$ cat src/sv/ternary_pair_packer_with_na_runs_core_assert.svh
// Assertion macros for the ternary pair packer core.
`ifndef TERNARY_PAIR_PACKER_WITH_NA_RUNS_CORE_ASSERT_SVH
`define TERNARY_PAIR_PACKER_WITH_NA_RUNS_CORE_ASSERT_SVH

`ifndef ASSERT_OFF
`define TPP_ASSERT_ALWAYS(label, cond, msg) \
    label: assert property (@(posedge clk) disable iff (!rst_n) (cond)) else $error(msg);
`define TPP_ASSERT_NEXT(label, ante, cons, msg) \
    label: assert property (@(posedge clk) disable iff (!rst_n) (ante) |=> (cons)) \
        else $error(msg);
`else
`define TPP_ASSERT_ALWAYS(label, cond, msg)
`define TPP_ASSERT_NEXT(label, ante, cons, msg)
`endif

`endif

$ cat src/sv/tpp_pkg.sv
// Shared types and constants of the ternary pair packer.
`default_nettype none

package tpp_pkg;

    localparam logic [6:0] COUNT_CAP = 7'd126;
    localparam logic       PAIR_MARK = 1'b1;

    localparam int QUEUE_PTR_W = 2;
    localparam int QUEUE_DEPTH = 1 << QUEUE_PTR_W;
    localparam int QUEUE_LVL_W = QUEUE_PTR_W + 1;

    typedef enum logic [1:0] {
        CLASS_NONE    = 2'd0,
        CLASS_DATA    = 2'd1,
        CLASS_MISSING = 2'd2
    } class_t;

    typedef struct packed {
        logic [7:0] pack_byte;
        logic [1:0] pair_slot;
        logic [6:0] missing_count;
        class_t     prev_class;
    } state_t;

    localparam state_t STATE_RESET = '{
        pack_byte:     8'd0,
        pair_slot:     2'd0,
        missing_count: 7'd0,
        prev_class:    CLASS_NONE
    };

    // Up to two code bytes per input beat, in order.
    typedef struct packed {
        logic [1:0] num;
        logic [7:0] byte0;
        logic [7:0] byte1;
    } step_out_t;

    typedef struct packed {
        logic [QUEUE_LVL_W-1:0] level;
        logic                   room;
    } q_status_t;

endpackage

`default_nettype wire

$ cat src/sv/tpp_step.sv
// Per-symbol next-state and code byte logic of the ternary pair packer.
`default_nettype none

module tpp_step
    import tpp_pkg::*;
(
    input  state_t     state_cur,
    input  logic [7:0] value,
    input  logic       end_of_stream,
    output state_t     state_nxt,
    output step_out_t  emit
);

    always_comb
    begin
        state_t     s;
        logic [1:0] num;
        logic [7:0] b0;
        logic [7:0] b1;

        s   = state_cur;
        num = 2'd0;
        b0  = 8'd0;
        b1  = 8'd0;

        if (value[7:1] == 7'd0)
        begin
            if (s.prev_class == CLASS_MISSING && s.missing_count != 7'd0)
            begin
                b0  = {1'b0, s.missing_count};
                num = 2'd1;
                s.missing_count = 7'd0;
            end
            case (s.pair_slot)
                2'd0:    s.pack_byte[7:6] = {PAIR_MARK, value[0]};
                2'd1:    s.pack_byte[5:4] = {PAIR_MARK, value[0]};
                2'd2:    s.pack_byte[3:2] = {PAIR_MARK, value[0]};
                default: s.pack_byte[1:0] = {PAIR_MARK, value[0]};
            endcase
            if (s.pair_slot == 2'd3)
            begin
                if (num == 2'd0)
                    b0 = s.pack_byte;
                else
                    b1 = s.pack_byte;
                num = num + 2'd1;
                s.pack_byte = 8'd0;
                s.pair_slot = 2'd0;
            end
            else
            begin
                s.pair_slot = s.pair_slot + 2'd1;
            end
            s.prev_class = CLASS_DATA;
        end
        else
        begin
            if (s.prev_class == CLASS_DATA && s.pack_byte != 8'd0)
            begin
                b0  = s.pack_byte;
                num = 2'd1;
                s.pack_byte = 8'd0;
                s.pair_slot = 2'd0;
            end
            s.missing_count = s.missing_count + 7'd1;
            if (s.missing_count >= COUNT_CAP)
            begin
                if (num == 2'd0)
                    b0 = {1'b0, s.missing_count};
                else
                    b1 = {1'b0, s.missing_count};
                num = num + 2'd1;
                s.missing_count = 7'd0;
            end
            s.prev_class = CLASS_MISSING;
        end

        if (end_of_stream)
        begin
            if (s.prev_class == CLASS_DATA && s.pack_byte != 8'd0)
            begin
                if (num == 2'd0)
                    b0 = s.pack_byte;
                else
                    b1 = s.pack_byte;
                num = num + 2'd1;
            end
            else if (s.prev_class == CLASS_MISSING && s.missing_count != 7'd0)
            begin
                if (num == 2'd0)
                    b0 = {1'b0, s.missing_count};
                else
                    b1 = {1'b0, s.missing_count};
                num = num + 2'd1;
            end
            s = STATE_RESET;
        end

        state_nxt  = s;
        emit.num   = num;
        emit.byte0 = b0;
        emit.byte1 = b1;
    end

endmodule

`default_nettype wire

$ cat src/sv/tpp_outq.sv
// Result queue: takes up to two code bytes per cycle, hands out one per beat.
`default_nettype none

module tpp_outq
    import tpp_pkg::*;
(
    input  logic       clk,
    input  logic       rst_n,
    input  logic       push,
    input  step_out_t  emit,
    output logic       result_valid,
    input  logic       result_ready,
    output logic [7:0] code_byte,
    output logic       last_of_run,
    output q_status_t  status
);

    logic [8:0]             mem [QUEUE_DEPTH];
    logic [QUEUE_PTR_W-1:0] wr_ptr_reg;
    logic [QUEUE_PTR_W-1:0] wr_ptr_next;
    logic [QUEUE_PTR_W-1:0] rd_ptr_reg;
    logic [QUEUE_PTR_W-1:0] rd_ptr_next;
    logic [QUEUE_LVL_W-1:0] level_reg;
    logic [QUEUE_LVL_W-1:0] level_next;
    logic [QUEUE_LVL_W-1:0] push_num;
    logic                   pop;

    assign pop      = result_valid && result_ready;
    assign push_num = push ? QUEUE_LVL_W'(emit.num) : '0;

    always_comb
    begin
        wr_ptr_next = wr_ptr_reg + QUEUE_PTR_W'(push_num);
        rd_ptr_next = pop ? rd_ptr_reg + QUEUE_PTR_W'(1) : rd_ptr_reg;
        level_next  = level_reg + push_num - (pop ? QUEUE_LVL_W'(1) : '0);
    end

    always_ff @(posedge clk)
    begin
        if (push && emit.num != 2'd0)
        begin
            mem[wr_ptr_reg] <= {emit.byte0, emit.num == 2'd1};
        end
        if (push && emit.num == 2'd2)
        begin
            mem[wr_ptr_reg + QUEUE_PTR_W'(1)] <= {emit.byte1, 1'b1};
        end
    end

    always_ff @(posedge clk or negedge rst_n)
    begin
        if (!rst_n)
        begin
            wr_ptr_reg <= '0;
            rd_ptr_reg <= '0;
            level_reg  <= '0;
        end
        else
        begin
            wr_ptr_reg <= wr_ptr_next;
            rd_ptr_reg <= rd_ptr_next;
            level_reg  <= level_next;
        end
    end

    assign result_valid = level_reg != '0;
    assign code_byte    = mem[rd_ptr_reg][8:1];
    assign last_of_run  = mem[rd_ptr_reg][0];
    assign status.level = level_reg;
    assign status.room  = level_reg <= QUEUE_LVL_W'(QUEUE_DEPTH - 2);

endmodule

`default_nettype wire

$ cat src/sv/ternary_pair_packer_with_na_runs_core.sv
// Top level of the ternary pair packer with missing-value run counts.
//
//  channel  | handshake                   | payload
//  ---------+-----------------------------+-----------------------------
//  item     | item_valid / item_ready     | value[7:0], end_of_stream
//  result   | result_valid / result_ready | code_byte[7:0], last_of_run
//
// One symbol per cycle while the queue has room: a beat is held in the
// input register, is folded into the packer state, and its 0..2 code bytes
// enter a 4-entry queue; the first one can leave the cycle after that.
// Results leave one per cycle while result_ready is high, so a symbol with
// two code bytes needs an extra output slot; the queue absorbs it.
// The input register holds while the queue has fewer than two free entries.
// Reset empties the queue and returns the packer state to idle.
`default_nettype none
`include "ternary_pair_packer_with_na_runs_core_assert.svh"

module ternary_pair_packer_with_na_runs_core
    import tpp_pkg::*;
(
    input  logic       clk,
    input  logic       rst_n,
    input  logic       item_valid,
    output logic       item_ready,
    input  logic [7:0] value,
    input  logic       end_of_stream,
    output logic       result_valid,
    input  logic       result_ready,
    output logic [7:0] code_byte,
    output logic       last_of_run
);

    logic       in_valid_reg;
    logic [7:0] value_reg;
    logic       eos_reg;
    state_t     state_reg;
    state_t     state_next;
    step_out_t  emit;
    q_status_t  q_status;
    logic       process;

    assign process    = in_valid_reg && q_status.room;
    assign item_ready = !in_valid_reg || process;

    always_ff @(posedge clk)
    begin
        if (item_valid && item_ready)
        begin
            value_reg <= value;
            eos_reg   <= end_of_stream;
        end
    end

    always_ff @(posedge clk or negedge rst_n)
    begin
        if (!rst_n)
        begin
            in_valid_reg <= 1'b0;
            state_reg    <= STATE_RESET;
        end
        else
        begin
            if (item_ready)
                in_valid_reg <= item_valid;
            if (process)
                state_reg <= state_next;
        end
    end

    tpp_step u_step (
        .state_cur     (state_reg),
        .value         (value_reg),
        .end_of_stream (eos_reg),
        .state_nxt     (state_next),
        .emit          (emit)
    );

    tpp_outq u_outq (
        .clk          (clk),
        .rst_n        (rst_n),
        .push         (process),
        .emit         (emit),
        .result_valid (result_valid),
        .result_ready (result_ready),
        .code_byte    (code_byte),
        .last_of_run  (last_of_run),
        .status       (q_status)
    );

    `TPP_ASSERT_ALWAYS(a_queue_bound, q_status.level <= QUEUE_LVL_W'(QUEUE_DEPTH), "queue overflow")
    `TPP_ASSERT_ALWAYS(a_count_cap, state_reg.missing_count < COUNT_CAP, "missing count at cap")
    `TPP_ASSERT_NEXT(a_eos_clears, process && eos_reg, state_reg == STATE_RESET, "state not cleared")
    `TPP_ASSERT_NEXT(a_data_class, process && !eos_reg && value_reg[7:1] == 7'd0, state_reg.prev_class == CLASS_DATA && state_reg.missing_count == 7'd0, "data symbol left count")

endmodule

`default_nettype wire
$ cat config.mk
export PLATFORM = sky130hd
export DESIGN_NAME = ternary_pair_packer_with_na_runs_core
export DESIGN_NICKNAME = d
export VERILOG_FILES = /design/src/sv/tpp_pkg.sv /design/src/sv/tpp_step.sv /design/src/sv/tpp_outq.sv /design/src/sv/ternary_pair_packer_with_na_runs_core.sv
export VERILOG_INCLUDE_DIRS = /design/src /design/src/sv
export SDC_FILE = /design/constraint.sdc
export NUM_CORES = 1
export LEC_CHECK = 0
export BUFFER_PORTS_ARGS = -buffer_cell sky130_fd_sc_hd__buf_4
export CAP_MARGIN = 20
export CORE_MARGIN = 5
export CORE_UTILIZATION = 40
export CTS_CLUSTER_DIAMETER = 200
export DETAILED_ROUTE_END_ITERATION = 12
export GPL_TIMING_DRIVEN = 0
export PLACE_DENSITY = 0.64
export SLEW_MARGIN = 20
export SYNTH_ARGS = -nofsm -noshare
export SYNTH_HDL_FRONTEND = slang
export SYNTH_SLANG_ARGS = --single-unit
$ cat constraint.sdc
create_clock -name clk -period 5.6 [get_ports clk]
set_clock_uncertainty 0.2 [all_clocks]
set_input_delay 0.28 -clock clk [delete_from_list [all_inputs] [get_ports clk]]
set_output_delay 0.28 -clock clk [all_outputs]
set_load 0.02 [all_outputs]
==> metrics.txt, run 1 <==
status=completed; met2 usage=30.02%; delay-heaviest family, CP=simple AND/OR/NAND/NOR gates; Worst Path Arrival=4.94 ns; WL final=13280 microns; vias in the first global route=3776; final instance area=5380 sq um; LEAKAGE=1.942 nW; Hold Vio Cnt, Final=0; max-cap violations=0; gpl congestion=0.9672; antenna cell count=0; Reg2Reg Launch Point=state_reg[2]; Post-synth EDFFs=41; switching part of the total=39.51%; Slew HR=48.87%; Worst Hold End=u_outq.rd_ptr_reg[0]; Commonest cells post-synth=41 x edfxtp_1, 37 x nand2_1, 29 x nor2_1; FP Rows=39; GRT met1 Usage=27.13%; CTS tree=done; drt wl/cell=20.92 microns; DR vias=3980; Post-Synthesis Cells=442; Synthesis Warnings=0; Multi-input gate area=2472 sq um; crit share post-route=91.96%; fraction of layout cells with a size suffix above 1=16.06%; total iterations of the first detailed-routing run=5; Final Non-Filler Cells=635; TNS Setup=0 ns; Syn Nets=470; Hold WS=0.1404 ns; Crit path buffers/inverters=1; drt initial violations=407; clock tree buffer depth=2; H-tree levels=3; largest net degree at the start of global routing=28; max incr delay on CP=0.55 ns; Crit Reg-Reg Endpoint=u_outq.mem[2][1]; Starting Density=40.65%; DPL Wire Length=9964 microns; Fmax=194.2 MHz; core area=11370 sq um; DRC=0; syn avg cell area=10.46 sq um; global-route wire length before repair=21470 microns; worst r2r path cells=13; Max IR drop VDD=0.2298 mV; busiest layer in global routing=met2; synth top area cells=edfxtp_1 27%, dfrtp_1 15%, mux4_2 4.4%; CP dominant cell by count=nor2_1; worst setup path class=register to register; Global Route Usage Sum=19.59%; Clock power frac=24.7%; Port Buf Inserts=23; r2r setup slk=0.45 ns; clock-pin slew on the worst setup and hold paths=0.06 ns; Yosys cell types=77; # clock sinks=72; Tmin final=5.150 ns; Pint=1.421 mW; Seq. cell area=1987 sq um; Crit-path slowest cell=nor2_1; total power=2.348 mW; most common cell in the netlist=edfxtp_1; CP Launch Type=register; hold_sp=result_ready; die area=13810 sq um; number of nets with antenna violations after routing=0; Gate power share=43.4%; total grt overflow=0; Die Wd=117.5 microns; critical-path cell list=inv_1 > ha_1 > o21ai_0 > nor2_1 > o211ai_4 > nor2_1 > ha_1 > mux2i_1 > ha_1 > nor2_1 > nor4_1 > nor2_1 > nand2_1; P per Cell Area=436.5 nW/um^2; Critical Path RT=5.39 ns; cell total after placement=608; Yosys top cell area share=26.64%; top_reg_cell synth=edfxtp_1; Die Y=117.5 microns; nets=515; clock root buffer=clkbuf_16; post-synthesis cell area=4622 sq um; dpl ws=0.5512 ns; Sw Pwr=0.9278 mW; Slew @ Worst Pin=0.7670 ns; CTS Buf Count=9; Hold Path Depth=3; share of flip-flops with an asynchronous set or reset=37.50%; sequential cell area fraction in the yosys report=42.99%; global-route met3 utilization=3.508%; max-slew violations=0; number of flip-flops in the largest register=36; final setup violation count=0; fill cell count=1049; area grow syn2layout=16.40%; Util after Layout=47.32%; initial antenna violation count=0; placed inst area=4974 sq um; largest area contributor in the netlist=edfxtp_1; critical path capture point type=register; sequential share of power=31.9%; IO Count=24; worst-path fanout max=10; worst hold-check path type=primary input to register; Yosys reg bits=72; RSZ-0062 raised after global routing=false; via/cell ratio=6.268; final worst slack=0.4504 ns; Clock Latency Late Sink=0.34 ns
-- kinds of logic after synthesis --
family                     synth area share (%)
AOI/OAI and AO/OA                         24.69
xor gates and xnor gates                  1.895
adders and majority gates                 4.223
buffers and inverters                     3.519
DFF                                       42.99
muxes                                     6.172
and+or+nand+nor                           16.51
-- per-layer routing --
metal | part of all wire (%) | vias up
li1 | - | 1842
met1 | 43 | 1927
met4 | 3.0 | 0
met2 | 47 | 177
met3 | 7.1 | 34
met5 | 0 | -
-- power groups by stage --
stage | clock [mW] | sequential (mW) | combinational, mW
2_1_floorplan | 0 | 0.736 | 0.722
3_3_place_gp | 0 | 0.753 | 0.996
3_5_place_dp | 0 | 0.759 | 1.01
4_1_cts | 0.588 | 0.749 | 1.02
5_1_grt | 0.611 | 0.764 | 1.12
6_report | 0.579 | 0.749 | 1.02
-- placed cells by master, fill, tap and decap left out, types with 5 or more instances in the layout --
cell            n
a21oi_1        20
a22o_1         14
and2_1          7
buf_4          24
clkbuf_1       12
clkbuf_16       9
dfrtp_1        27
dlygate4sd3_1  11
edfxtp_1       41
ha_1           14
inv_1          17
mux2i_1         6
mux4_2          9
nand2_1        37
nand2b_1        7
nand3_1         9
nor2_1         29
nor3_1         16
nor4_1          9
o21ai_0        16
o21ai_2         5
o22ai_1        27
o32ai_1         7
or3_1           5
xnor2_1         9
-- area by class of cell --
class | count | share of cell area, %
flip-flops and latches | 72 | 36.93
inverters | 17 | 1.186
clock buffers | 9 | 4.186
multi-input cells | 333 | 45.95
repair buffers | 34 | 5.256
clock inverters | 7 | 1.326
well taps | 143 | 3.326
plain buffers | 20 | 1.837
-- worst max-delay path by stage --
| stage | start | endpoint | slack (ns) | cells past startpoint |
|---|---|---|---|---|
| floorplan | state_reg[2] | u_outq.level_reg[2] | 1.47 | 15 |
| global placement | state_reg[2] | u_outq.mem[2][4] | 0.57 | 13 |
| detailed placement | state_reg[2] | u_outq.mem[2][4] | 0.55 | 13 |
| CTS | state_reg[2] | u_outq.mem[2][3] | 0.53 | 13 |
| global route | state_reg[2] | u_outq.mem[2][5] | 0.25 | 13 |
| finish | state_reg[2] | u_outq.mem[2][1] | 0.45 | 13 |
-- timing repair --
action | in CTS | in global routing
resized for setup | 0 | 0
hold buffers | 11 | 0
hold endpoints to repair | 37 | 0
setup buffers | 0 | 0
-- worst min-delay path, cell delays in order --
cell	delay (ns)
buf_4	0.07
and2_1	0.20
xor2_1	0.09
(Power assumes the default switching activity.)
==> run 2: changes to the inputs <==
--- a/config.mk
+++ b/config.mk
@@ -17,4 +17,5 @@
 export SLEW_MARGIN = 20
 export SYNTH_ARGS = -nofsm -noshare
 export SYNTH_HDL_FRONTEND = slang
+export SYNTH_HIERARCHICAL = 1
 export SYNTH_SLANG_ARGS = --single-unit
==> run 2 against run 1 <==
  * Via count rose by 6.4%
  * Sequential share of layout area fell by 3.5 points
  * Synthesized area rose by 11%
  * Largest power group unchanged
  * Sequential power rose by 2%
  * Routed wire length rose by 5.0%
  * Sequential cell count did not move
  * Non-clock buffer count rose by 10
  * Global-route usage fell by 0.16 points
  * Largest cell class unchanged
  * Critical endpoint is now u_outq/mem[3][3]
==> metrics.txt, run 2 <==
clock root buffer=clkbuf_16; commonest non-fill, non-tap cells in the layout=44 x nor2_1, 41 x edfxtp_1, 34 x a22o_1, 33 x nand2_1, 33 x a21oi_1; cell total after placement=690 (+13%); critical path capture point type=register; number of flip-flops in the largest register=36 (unchanged); worst r2r path cells=16 (+3); DPL Wire Length=10140 microns (+1.8%); total grt overflow=0 (unchanged); Reg2Reg Launch Point=state_reg[3]; area grow syn2layout=15.81%; syn avg cell area=10.37 sq um (-0.80%); vias in the first global route=4153 (+10%); top_reg_cell synth=edfxtp_1; Critical Path RT=5.36 ns (-0.03 ns); via/cell ratio=5.896 (-5.9%); Sw Pwr=0.9719 mW (+4.8%); post-synthesis cell area=5135 sq um (+11%); Pint=1.520 mW (+7.0%); CTS Buf Count=9 (unchanged); P per Cell Area=419.0 nW/um^2 (-4.0%); max-cap violations=0 (unchanged); fill cell count=1206 (+15%); Tmin final=5.298 ns (+0.1486 ns); Global Route Usage Sum=19.42% (-0.16 points); most common cell after layout, fill and taps aside=nor2_1; global-route wire length before repair=22740 microns (+5.9%); WL final=13950 microns (+5.0%); Slew @ Worst Pin=0.9409 ns (+0.1739 ns); Fmax=188.7 MHz (-2.8%); max-slew violations=0 (unchanged); Final Non-Filler Cells=718 (+13%); largest area contributor in the netlist=edfxtp_1; DRC=0 (unchanged); worst-path fanout max=9 (-1); Crit Reg-Reg Endpoint=u_outq/mem[3][3]; worst hold-check path type=primary input to register; switching part of the total=39.01% (-0.50 points); # clock sinks=72 (unchanged); core area=12620 sq um (+11%); Syn Nets=523 (+11%); die area=15200 sq um (+10%); Synthesis Warnings=6 (+6); Max IR drop VDD=0.3118 mV (+36%); Starting Density=40.69% (about the same); Hold Vio Cnt, Final=0 (unchanged); Hold WS=0.1748 ns (+0.03435 ns); CTS tree=done; crit path from=state_reg[3]; Yosys top cell area share=23.98% (-2.7 points); H-tree levels=3 (unchanged); Crit-path slowest cell=o22ai_1; Seq. cell area=1988 sq um (about the same); synth top area cells=edfxtp_1 24%, dfrtp_1 13%, a22o_1 5.8%; drt initial violations=369 (-9.3%); Commonest cells post-synth=44 x nor2_1, 41 x edfxtp_1, 34 x a22o_1; Slew HR=37.27% (-12 points); Clock Latency Late Sink=0.34 ns (about the same); gpl congestion=0.9378 (-3.0%); share of flip-flops with an asynchronous set or reset=37.50% (unchanged); IO Count=24 (unchanged); Yosys reg bits=72 (unchanged); Die Wd=123.3 microns (+4.9%); Gate power share=47.3% (+3.9 points); most common cell in the netlist=nor2_1; number of nets with antenna violations after routing=0 (unchanged); fraction of layout cells with a size suffix above 1=23.08% (+7.0 points); Post-synth EDFFs=41 (unchanged); delay-heaviest family, CP=compound AO/OA/AOI/OAI gates; Crit path buffers/inverters=2 (+1); status=completed; sequential cell area fraction in the yosys report=38.69% (-4.3 points); LEAKAGE=2.296 nW (+18%); Die Y=123.3 microns (+4.9%); crit share post-route=94.61% (+2.7 points); Clock power frac=22.2% (-2.5 points); final setup violation count=0 (unchanged); initial antenna violation count=0 (unchanged); r2r setup slk=0.30 ns (-0.15 ns); largest net degree at the start of global routing=28 (unchanged); CP Launch Type=register; max incr delay on CP=0.78 ns (+0.23 ns); final instance area=5947 sq um (+11%); drt wl/cell=19.42 microns (-7.2%); clock-pin slew on the worst setup and hold paths=0.06 ns (about the same); TNS Setup=0 ns (unchanged); critical-path cell list=ha_1 > buf_4 > nand3_2 > or3_4 > a211o_1 > nor2_1 > ha_1 > mux2i_1 > ha_1 > nand2b_1 > mux2_2 > o22ai_1 > a211oi_4 > buf_4 > o21ai_2 > o22ai_1; Multi-input gate area=2930 sq um (+19%); sequential share of power=30.5% (-1.4 points); nets=570 (+11%); hold_sp=result_ready; Worst Hold End=u_outq/rd_ptr_reg[0]; DR vias=4233 (+6.4%); clock tree buffer depth=2 (unchanged); Worst Path Arrival=5.06 ns (+0.12 ns); antenna cell count=0 (unchanged); Port Buf Inserts=23 (unchanged); Hold Path Depth=3 (unchanged); FP Rows=41 (+5.1%); total iterations of the first detailed-routing run=5 (unchanged); Yosys cell types=76 (-1.3%); CP dominant cell by count=ha_1; Post-Synthesis Cells=495 (+12%); worst setup path class=register to register; placed inst area=5523 sq um (+11%)
-- run 2: changes by cell type after synthesis, moves of 8 or more --
cell,change
a22o_1,+20
a21oi_1,+13
o22ai_1,-21
mux2_4,+19
a21oi_2,+9
nor3_1,-8
nor2_1,+15
-- run 2: cells by family (layout without fill, tap and decap cells) --
kind of cell	count (synthesis)	in the layout	synth area share, %
simple gates	161	161	17.40
compound gates	159	159	22.93
flops	72	72	38.69
buf+inv	43	94	4.483
mux	35	35	10.99
fa+ha+maj	15	15	3.801
xor+xnor	10	10	1.706
-- run 2: worst max path at each step --
stage	depth (start not counted)	end
floorplan	18	u_outq/level_reg[2]
global placement	17	u_outq/level_reg[2]
detailed placement	18	u_outq/level_reg[2]
CTS	18	u_outq/level_reg[2]
global route	18	u_outq/level_reg[2]
finish	16	u_outq/mem[3][3]
-- run 2: per-stage QoR --
step / worst slack, ns / utilization, % / power (mW)
floorplan: 1.094 / - / 1.609
global placement: 0.1720 / 43.76 / 1.889
detailed placement: 0.1491 / 43.76 / 1.921
CTS: 0.09993 / 46.90 / 2.487
global route: -0.003106 / 47.12 / 2.639
finish: 0.3018 / 47.12 / 2.492
-- run 2: what timing repair did --
item                                    4_1_cts  5_1_grt
hold buffers                                 11        0
gates resized for setup                       0        2
hold endpoints to repair                     37        0
endpoints found under the setup margin        0       34
buffers inserted                              0        2
-- run 2: layer usage --
metal / track usage (%) / routed length [microns] / vias to the layer above
li1: - / - / 2006
met1: 25.63 / 6088 / 2021
met2: 32.25 / 6694 / 184
met3: 4.254 / 947 / 22
met4: 5.398 / 214 / 0
met5: 0 / 0 / -
-- run 2: worst reg2reg max path, cell delays in order (launching register included) --
cell      delay, ns
dfrtp_1        0.54
ha_1           0.21
buf_4          0.15
nand3_2        0.13
or3_4          0.43
a211o_1        0.44
nor2_1         0.21
ha_1           0.28
mux2i_1        0.23
ha_1           0.18
nand2b_1       0.13
mux2_2         0.15
o22ai_1        0.10
a211oi_4       0.44
buf_4          0.19
o21ai_2        0.12
o22ai_1        0.78
-- run 2: cell type report --
class	instances	share of cell area, %
Buffer	28	2.924
Clock buffer	9	3.787
Clock inverter	6	1.010
Inverter	15	0.9468
Multi-Input combinational cell	380	49.27
Sequential cell	72	33.43
Tap cell	172	3.619
Timing Repair Buffer	36	5.007
-- run 2: power groups by stage --
stage	Sequential (mW)	Clock, mW	Combinational [mW]
floorplan	0.742	0	0.867
global placement	0.762	0	1.13
detailed placement	0.769	0	1.15
CTS	0.759	0.568	1.16
global route	0.774	0.592	1.27
finish	0.761	0.553	1.18
